**src/sv/otlb_pkg.sv**
```systemverilog
// shared types and constants for the overwriting trace log buffer
// no dependencies
`default_nettype none

package otlb_pkg;

    localparam int DEPTH_DEF     = 128;
    localparam int MAX_BURST_DEF = 64;

    localparam int PID_W    = 22;
    localparam int MAJOR_W  = 12;
    localparam int MINOR_W  = 20;
    localparam int INODE_W  = 64;
    localparam int OFFSET_W = 63;
    localparam int LENGTH_W = 32;
    localparam int READ_W   = 7;
    localparam int LEFT_W   = 7;
    localparam int OVR_W    = 32;
    localparam int RDR_W    = 16;
    localparam int REQ_W    = 2;

    typedef enum logic [REQ_W-1:0] {
        REQ_LOG    = 2'd0,
        REQ_READ   = 2'd1,
        REQ_ATTACH = 2'd2,
        REQ_DETACH = 2'd3
    } req_t;

    typedef enum logic {
        ST_IDLE  = 1'b0,
        ST_DRAIN = 1'b1
    } state_t;

    typedef struct packed {
        logic [PID_W-1:0]    pid;
        logic [MAJOR_W-1:0]  major;
        logic [MINOR_W-1:0]  minor;
        logic [INODE_W-1:0]  inode;
        logic [OFFSET_W-1:0] offset;
        logic [LENGTH_W-1:0] length;
    } rec_t;

    localparam int REC_W = $bits(rec_t);

    typedef struct packed {
        logic log_we;
        logic attach;
        logic detach;
        logic ld_empty;
        logic rd_start;
        logic rd_issue;
        logic rd_load;
        logic last;
    } cmd_t;

    typedef struct packed {
        logic readers_nz;
        logic out_free;
    } status_t;

endpackage

`default_nettype wire

```
**src/sv/otlb_ctrl.sv**
```systemverilog
// controller for the trace log buffer: request decode and read burst sequencing
// depends on otlb_pkg
`default_nettype none

module otlb_ctrl
    import otlb_pkg::*;
#(
    parameter int DEPTH     = DEPTH_DEF,
    parameter int MAX_BURST = MAX_BURST_DEF
) (
    input  wire logic                     clk,
    input  wire logic                     rst_n,
    input  wire logic                     item_valid,
    output logic                          item_stall,
    input  wire logic [REQ_W-1:0]         req_type,
    input  wire logic [MAJOR_W-1:0]       major_number,
    input  wire logic [READ_W-1:0]        read_count,
    input  wire logic [$clog2(DEPTH)-1:0] held,
    input  wire status_t                  st,
    output cmd_t                          cmd
);

    localparam int AW    = $clog2(DEPTH);
    localparam int CMP_W = (AW > READ_W) ? AW : READ_W;

    state_t              state_reg;
    state_t              state_next;
    logic [READ_W-1:0]   iss_left_reg;
    logic [READ_W-1:0]   iss_left_next;
    logic [READ_W-1:0]   emit_left_reg;
    logic [READ_W-1:0]   emit_left_next;
    logic                pend_reg;
    logic                pend_next;

    logic                is_read;
    logic                accept;
    logic [CMP_W-1:0]    want_w;
    logic [CMP_W-1:0]    held_w;
    logic [CMP_W-1:0]    n_w;
    logic [READ_W-1:0]   burst;
    logic                load;
    logic                issue;

    assign is_read    = (req_t'(req_type) == REQ_READ);
    assign item_stall = (state_reg != ST_IDLE) || (is_read && !st.out_free);
    assign accept     = item_valid && !item_stall;

    always_comb
    begin
        want_w = CMP_W'(read_count);
        held_w = CMP_W'(held);
        n_w    = (want_w < held_w) ? want_w : held_w;
        if (n_w > CMP_W'(MAX_BURST))
        begin
            n_w = CMP_W'(MAX_BURST);
        end
        burst = READ_W'(n_w);
    end

    assign load  = (state_reg == ST_DRAIN) && pend_reg && st.out_free;
    assign issue = (state_reg == ST_DRAIN) && (iss_left_reg != '0) && (!pend_reg || load);

    // next state
    always_comb
    begin
        state_next = state_reg;
        case (state_reg)
            ST_IDLE:
            begin
                if (accept && is_read && (burst != '0))
                begin
                    state_next = ST_DRAIN;
                end
            end
            ST_DRAIN:
            begin
                if (load && (emit_left_reg == READ_W'(1)))
                begin
                    state_next = ST_IDLE;
                end
            end
            default:
            begin
                state_next = ST_IDLE;
            end
        endcase
    end

    // burst counters
    always_comb
    begin
        iss_left_next  = iss_left_reg;
        emit_left_next = emit_left_reg;
        pend_next      = pend_reg;
        if (state_reg == ST_IDLE)
        begin
            if (accept && is_read)
            begin
                iss_left_next  = burst;
                emit_left_next = burst;
                pend_next      = 1'b0;
            end
        end
        else
        begin
            if (load)
            begin
                emit_left_next = emit_left_reg - READ_W'(1);
            end
            if (issue)
            begin
                iss_left_next = iss_left_reg - READ_W'(1);
                pend_next     = 1'b1;
            end
            else if (load)
            begin
                pend_next = 1'b0;
            end
        end
    end

    // commands
    always_comb
    begin
        cmd = '0;
        case (state_reg)
            ST_IDLE:
            begin
                if (accept)
                begin
                    case (req_t'(req_type))
                        REQ_LOG:    cmd.log_we   = st.readers_nz && (major_number != '0);
                        REQ_READ:
                        begin
                            cmd.ld_empty = (burst == '0);
                            cmd.rd_start = (burst != '0);
                        end
                        REQ_ATTACH: cmd.attach   = 1'b1;
                        REQ_DETACH: cmd.detach   = 1'b1;
                        default:    cmd          = '0;
                    endcase
                end
            end
            ST_DRAIN:
            begin
                cmd.rd_issue = issue;
                cmd.rd_load  = load;
                cmd.last     = (emit_left_reg == READ_W'(1));
            end
            default:
            begin
                cmd = '0;
            end
        endcase
    end

    always_ff @(posedge clk or negedge rst_n)
    begin
        if (!rst_n)
        begin
            state_reg     <= ST_IDLE;
            iss_left_reg  <= '0;
            emit_left_reg <= '0;
            pend_reg      <= 1'b0;
        end
        else
        begin
            state_reg     <= state_next;
            iss_left_reg  <= iss_left_next;
            emit_left_reg <= emit_left_next;
            pend_reg      <= pend_next;
        end
    end

endmodule

`default_nettype wire

```
**config.mk**
```make
export PLATFORM = sky130hd
export DESIGN_NAME = otlb_ctrl
export DESIGN_NICKNAME = d
export VERILOG_FILES = /design/src/sv/otlb_pkg.sv /design/src/sv/otlb_ctrl.sv
export SDC_FILE = /design/constraint.sdc
export NUM_CORES = 1
export LEC_CHECK = 0
export ABC_CLOCK_PERIOD_IN_PS = 3400
export BUFFER_PORTS_ARGS = -buffer_cell sky130_fd_sc_hd__buf_2
export CAP_MARGIN = 20
export CORE_AREA = 2 2 64 111
export CTS_BUF_LIST = sky130_fd_sc_hd__clkbuf_4
export CTS_CLUSTER_SIZE = 12
export DETAILED_ROUTE_END_ITERATION = 6
export DIE_AREA = 0 0 66 113
export MAX_ROUTING_LAYER = met4
export PLACE_DENSITY_LB_ADDON = 0.15
export SYNTH_ARGS = -nofsm -noshare
export SYNTH_HDL_FRONTEND = slang
export SYNTH_SLANG_ARGS = --single-unit
```
**constraint.sdc**
```tcl
create_clock -name clk -period 3.4 [get_ports clk]
set_input_delay 0.34 -clock clk [delete_from_list [all_inputs] [get_ports clk]]
set_output_delay 0.34 -clock clk [all_outputs]
set_load 0.02 [all_outputs]
```
==> flow_summary_export.csv, run 1 <==
group,metric,value,unit
detailed_routing,drc,0,
worst_setup_path,slowest_stage,"a211oi_4",
layout,drive_gt1_share,29.3,%
sta,finalSetupTns,0,ns
layout,nFillCells,753,
floorplan,pin_count,42,
worst_setup_path,path_class,"input pin to primary output",
layout,final_core_util,29.4,%
sta,hold_viol_final,0,
place,post-place-ws,0.983,ns
floorplan,start_util,24.3,%
worst_setup_path,worstSetupEndpointType,"primary output",
grt,grt_pass1_vias,1700,
worst_setup_path,crit_required,3.06,ns
hold_path,hp-class,"input pin to flop",
synth,yosys.area.top_type,"dfrtp_1",
sta,drv_slew,0,
clocking,cts_hold_buffers,1,
synth,netlist_instances,189,
worst_setup_path,critPathMaxStageDelay,0.43,ns
worst_setup_path,start_kind,"input pin",
synth,ys_warn_count,0,
synth,ys_seq_area_share,25.2,%
detailed_routing,viasPerCell,5.09,
hold_path,hold-path-cell-count,3,
layout,layout.cells.non_filler,315,
job,cap_viol_max_count,0,
detailed_routing,drt_iter0_drc,34,
synth,syn_area,0.00159,sq mm
pwr,power_density,652,mW/mm^2
clocking,numCtsBuffers,3,
layout,syn2layout_area_growth,20.6,%
sta,post-route-min-period,2.40,ns
worst_setup_path,reg2reg_depth,8,
grt,grt_antenna_before_repair,1,
clocking,cts_setup_buffers,0,
grt,grt_remaining_overflow,0,
synth,yosysMostFrequentCell,"nand2_1",
outcome,status,"complete, no violations",
synth,synth_common_cells,"nand2_1, dfrtp_1, o21ai_1",
worst_setup_path,worstPathArrival,2.06,ns
place,io_buffers,41,
sta,max_slew_margin,54.0,%
sta,rsz0062_at_grt,"no",
worst_setup_path,worstPathCellList,"buf_2, ha_1, a21oi_2, nand2_2, a211oi_4, o21ai_1, o41ai_2, and2_1, buf_2",
clocking,clock_sinks,16,
worst_setup_path,cp_max_fo,8,
sta,fmax,0.416,GHz
sta,skew,0.00212,ns
floorplan,dieArea,0.00746,sq mm
layout,finalNetCount,276,
worst_setup_path,cp_common_cell,"buf_2",
grt,track_usage,14.6,%
grt,grt_pass1_wl,8.17,mm
detailed_routing,drt.antenna.violating_nets,0,
detailed_routing,wl_per_cell,15.4,microns
sta,worst_slack,0.996,ns
clocking,clkTransAtPathRegs,0.10,ns
synth,dominantRegCellSynth,"dfrtp_1",
synth,synth_edf_count,0,
clocking,cts_tree,"yes",
synth,synth_top_cell_area_share,25.2,%
sta,worst_pin_slew,0.685,ns
place,dp_hpwl,4.06,mm
synth,ys_seq_elements,16,
grt,grt_max_degree,18,
floorplan,die_w,66,microns
sta,finalCritPeriodShare,70.7,%
place,place_inst,309,
floorplan,die_h,113,microns
floorplan,core_area,0.00654,sq mm
detailed_routing,first_pass_iters,4,
clocking,clk_path_buf_depth,2,
clocking,cts_root_buf,"clkbuf_4",
synth,synth_cell_types,52,
clocking,cts_resized,0,
synth,async_flop_share,100,%
clocking,clk_latency,0.30,ns
synth,syn_nets,232,
floorplan,row_count,39,
detailed_routing,totalWireLength,4.85,mm
pwr,max-vdd-ir-drop,0.166,mV
synth,syn_area_per_cell,8.42,sq um
detailed_routing,via_count,1604,
clocking,h-tree-depth,1,
synth,synthTopCellsByArea,"dfrtp_1, ha_1, nand2_1, o21ai_1, a211oi_2",
pwr,leakagePower,0.000815,uW
sta,setup_viol,0,
place,globalplace.congestion,0.813,
-- report_power, final --
group	switching (uW)	internal, uW
registers	124	284
logic	430	302
clock network	69.0	42.9
-- path summary, 6_finish.rpt --
check,startpoint,to,slack (ns)
worst max register to register,iss_left_reg[0],iss_left_reg[6],1.56
worst min-delay path,read_count[3],emit_left_reg[3],0.31
min in group asynchronous,rst_n,emit_left_reg[2],0.48
max in group asynchronous,rst_n,iss_left_reg[5],2.64
worst max-delay path,read_count[5],cmd[4],1.0
worst min register to register,pend_reg,pend_reg,0.55
-- placed cells by master (no fill, tap or decap), types with 2 or more instances in the layout --
| cell | netlist | final |
|---|---|---|
| nor2_2 | 2 | 2 |
| and3_1 | 3 | 3 |
| clkbuf_4 | 0 | 3 |
| nor3_1 | 5 | 5 |
| inv_1 | 13 | 13 |
| o21ai_0 | 9 | 9 |
| mux2i_1 | 3 | 3 |
| a221oi_1 | 3 | 3 |
| o211ai_1 | 4 | 4 |
| nand3_1 | 7 | 7 |
| nor4b_1 | 3 | 3 |
| nor4_1 | 7 | 7 |
| a21oi_2 | 3 | 3 |
| buf_2 | 0 | 41 |
| a22oi_1 | 3 | 3 |
| and2_1 | 3 | 3 |
| a21oi_1 | 7 | 7 |
| a221oi_2 | 2 | 2 |
| dfrtp_1 | 16 | 16 |
| o21ai_1 | 14 | 14 |
| nand2_1 | 21 | 21 |
| o21a_1 | 2 | 2 |
| a211oi_2 | 4 | 4 |
| nand2b_1 | 2 | 2 |
| ha_1 | 10 | 10 |
| nor2_1 | 12 | 12 |
| nor2b_1 | 3 | 3 |
-- layout make-up --
| cell class | instances | area, sq um | share of cell area, % |
|---|---|---|---|
| clock buffers | 3 | 22.5 | 1.17 |
| repair buffers | 43 | 223 | 11.6 |
| flip-flops and latches | 16 | 400 | 20.9 |
| inverters | 13 | 48.8 | 2.54 |
| multi-input cells | 156 | 1120 | 58.1 |
| diodes | 1 | 2.50 | 0.130 |
| well taps | 82 | 103 | 5.35 |
| clock inverters | 1 | 3.75 | 0.196 |
-- worst max-delay path, delay by kind of cell --
family,cells,cell delay [ns]
compound gates,4,0.80
fa+ha+maj,1,0.34
buf+inv,2,0.29
simple gates,2,0.29
-- cell families (layout without fill, tap and decap cells) --
group / after synthesis / in the layout / share of synthesized area [%]
simple gates: 80 / 80 / 28.7
flops: 16 / 16 / 25.2
compound gates: 63 / 63 / 31.7
buf+inv: 17 / 60 / 4.72
other cells: 0 / 1 / 0
mux: 3 / 3 / 1.89
fa+ha+maj: 10 / 10 / 7.86
-- stage by stage --
step	hold slack, ns	power [uW]	cell area (sq um)
floorplan	0.0444	955	1590
global placement	0.296	1150	1880
detailed placement	0.292	1150	1880
CTS	0.305	1270	1920
global route	0.309	1390	1920
finish	0.313	1250	1920
-- metal layers --
layer	track usage [%]	vias to the layer above	part of all wire, %	routed length [microns]
met5	-	-	0	0
met4	6.80	0	2.3	112
met3	0.398	7	3.8	182
met2	27.4	46	55	2690
met1	15.3	745	38	1860
li1	-	806	-	-
Note: power is estimated with default switching activity, not from simulation.
==> inputs of run 2 (changes only) <==
ABC_CLOCK_PERIOD_IN_PS = 2200   (was 3400)
clock period = 2.2 ns   (was 3.4 ns; I/O delays follow)
==> run 2 against run 1 <==
Against the previous run: clock skew up 0.011 ns; utilization up 0.86 points; combinational power up 58%; clock power up 47%; register-to-register slack worse by 1.2 ns; sequential cell count unchanged; final area up 2.9%; clock-buffer cell count unchanged; routed wire length up 4.4%; cell count up 1.9%; die area unchanged; setup slack worse by 0.85 ns; highest routed layer unchanged.
==> flow_summary_export.csv, run 2 (same netlist as run 1, synthesis figures left out) <==
group,metric,value,unit
worst_setup_path,cp_common_cell,"inv_1",
worst_setup_path,crit_required,1.98,ns
sta,max_slew_margin,59.9,%
pwr,max-vdd-ir-drop,0.228,mV
outcome,status,"complete, no violations",
clocking,h-tree-depth,1,
layout,nFillCells,736,
grt,grt_pass1_vias,1667,
worst_setup_path,worstPathCellList,"inv_1, ha_1, nor2b_1, a21oi_2, nand2_1, inv_1, buf_2",
floorplan,die_h,113,microns
detailed_routing,first_pass_iters,4,
detailed_routing,drc,0,
layout,seqCellArea,400,sq um
worst_setup_path,cp_max_fo,5,
place,dp_hpwl,4.26,mm
sta,rsz0062_at_grt,"no",
place,io_buffers,41,
floorplan,pin_count,42,
worst_setup_path,crit_family,"flip-flops",
detailed_routing,drt.antenna.violating_nets,0,
worst_setup_path,worstPathArrival,1.84,ns
sta,setup_viol,0,
sta,post-route-min-period,2.06,ns
floorplan,die_w,66,microns
worst_setup_path,worstSetupEndpointType,"primary output",
pwr,leakagePower,0.000853,uW
sta,fmax,0.486,GHz
hold_path,hold-path-cell-count,3,
clocking,clk_latency,0.29,ns
clocking,cts_root_buf,"clkbuf_4",
sta,finalSetupTns,0,ns
floorplan,dieArea,0.00746,sq mm
layout,finalNetCount,282,
worst_setup_path,reg2reg_depth,8,
floorplan,core_area,0.00654,sq mm
worst_setup_path,cp.depth,7,
grt,grt_remaining_overflow,0,
layout,multi_input_area,0.00113,sq mm
job,cap_viol_max_count,0,
layout,final_common_cell,"buf_2",
detailed_routing,via_count,1624,
detailed_routing,drt_iter0_drc,33,
clocking,clkTransAtPathRegs,0.11,ns
sta,worst_pin_slew,0.597,ns
clocking,cts_setup_buffers,0,
worst_setup_path,path_class,"flop to primary output",
clocking,clk_path_buf_depth,2,
clocking,clock_sinks,16,
layout,drive_gt1_share,31.1,%
detailed_routing,wl_per_cell,15.8,microns
sta,drv_slew,0,
detailed_routing,totalWireLength,5.06,mm
floorplan,row_count,39,
worst_setup_path,slowest_stage,"dfrtp_1",
sta,skew,0.0134,ns
sta,hold_ws,0.292,ns
hold_path,hp-class,"input pin to flop",
clocking,cts_tree,"yes",
floorplan,start_util,24.3,%
grt,grt_pass1_wl,8.11,mm
worst_setup_path,critPathMaxStageDelay,0.41,ns
worst_setup_path,start_kind,"flop",
grt,track_usage,14.6,%
sta,finalCritPeriodShare,93.5,%
detailed_routing,viasPerCell,5.06,
place,globalplace.congestion,0.918,
pwr,power_density,989,mW/mm^2
layout,syn2layout_area_growth,24.1,%
grt,grt_antenna_before_repair,1,
layout,layout_common_cells,"buf_2, nand2_1, dfrtp_1, o21ai_1, inv_1",
clocking,numCtsBuffers,3,
worst_setup_path,cp.buffers_inverters,3,
sta,hold_viol_final,0,
grt,grt_max_degree,18,
-- run 2: worst paths after layout --
path | endpoint | slack (ns) | startpoint
worst max register to register | iss_left_reg[6] | 0.35 | iss_left_reg[0]
max in group asynchronous | iss_left_reg[0] | 1.55 | rst_n
min in group asynchronous | emit_left_reg[5] | 0.36 | rst_n
worst min register to register | pend_reg | 0.54 | pend_reg
worst min-delay path | pend_reg | 0.29 | st[0]
worst max-delay path | cmd[2] | 0.14 | iss_left_reg[0]
-- run 2: where the power goes --
part / switching (uW) / leakage (uW) / internal (uW)
clock: 99.6 / 0.0000154 / 65.9
sequential: 191 / 0.000188 / 439
combinational: 676 / 0.000650 / 482
total: 967 / 0.000853 / 987
-- run 2: stage by stage --
step,area (sq um),worst slack (ns),instances,utilization [%],total power (uW)
floorplan,1590,0.356,189,-,1480
global placement,1930,0.142,315,29.4,1800
detailed placement,1930,0.133,315,29.4,1810
CTS,1960,0.0999,320,30.0,1980
global route,1980,0.00692,321,30.2,2150
finish,1980,0.143,321,30.2,1950
-- run 2: what timing repair did --
| item | 4_1_cts | 5_1_grt |
|---|---|---|
| hold endpoints to repair | 16 | 0 |
| hold buffers | 1 | 0 |
| gates resized for setup | 0 | 1 |
| setup endpoints to repair | 0 | 1 |
-- run 2: final cells by class --
cell class	count	area share, %
clock buffers	3	1.14
well taps	82	5.19
clock inverters	1	0.190
diodes	1	0.127
repair buffers	49	13.6
inverters	13	2.47
multi-input cells	156	57.1
flip-flops and latches	16	20.3
-- run 2: worst min-delay path: cells and delay by family --
| family | cells | cell delay [ns] |
|---|---|---|
| buf+inv | 1 | 0.14 |
| compound gates | 2 | 0.20 |
-- run 2: layer usage --
layer | vias up | share of wire [%] | track usage, %
met5 | - | 0 | -
met2 | 56 | 57 | 27.7
met1 | 746 | 36 | 14.8
li1 | 812 | - | -
met4 | 0 | 2.7 | 6.53
met3 | 10 | 3.9 | 0.994
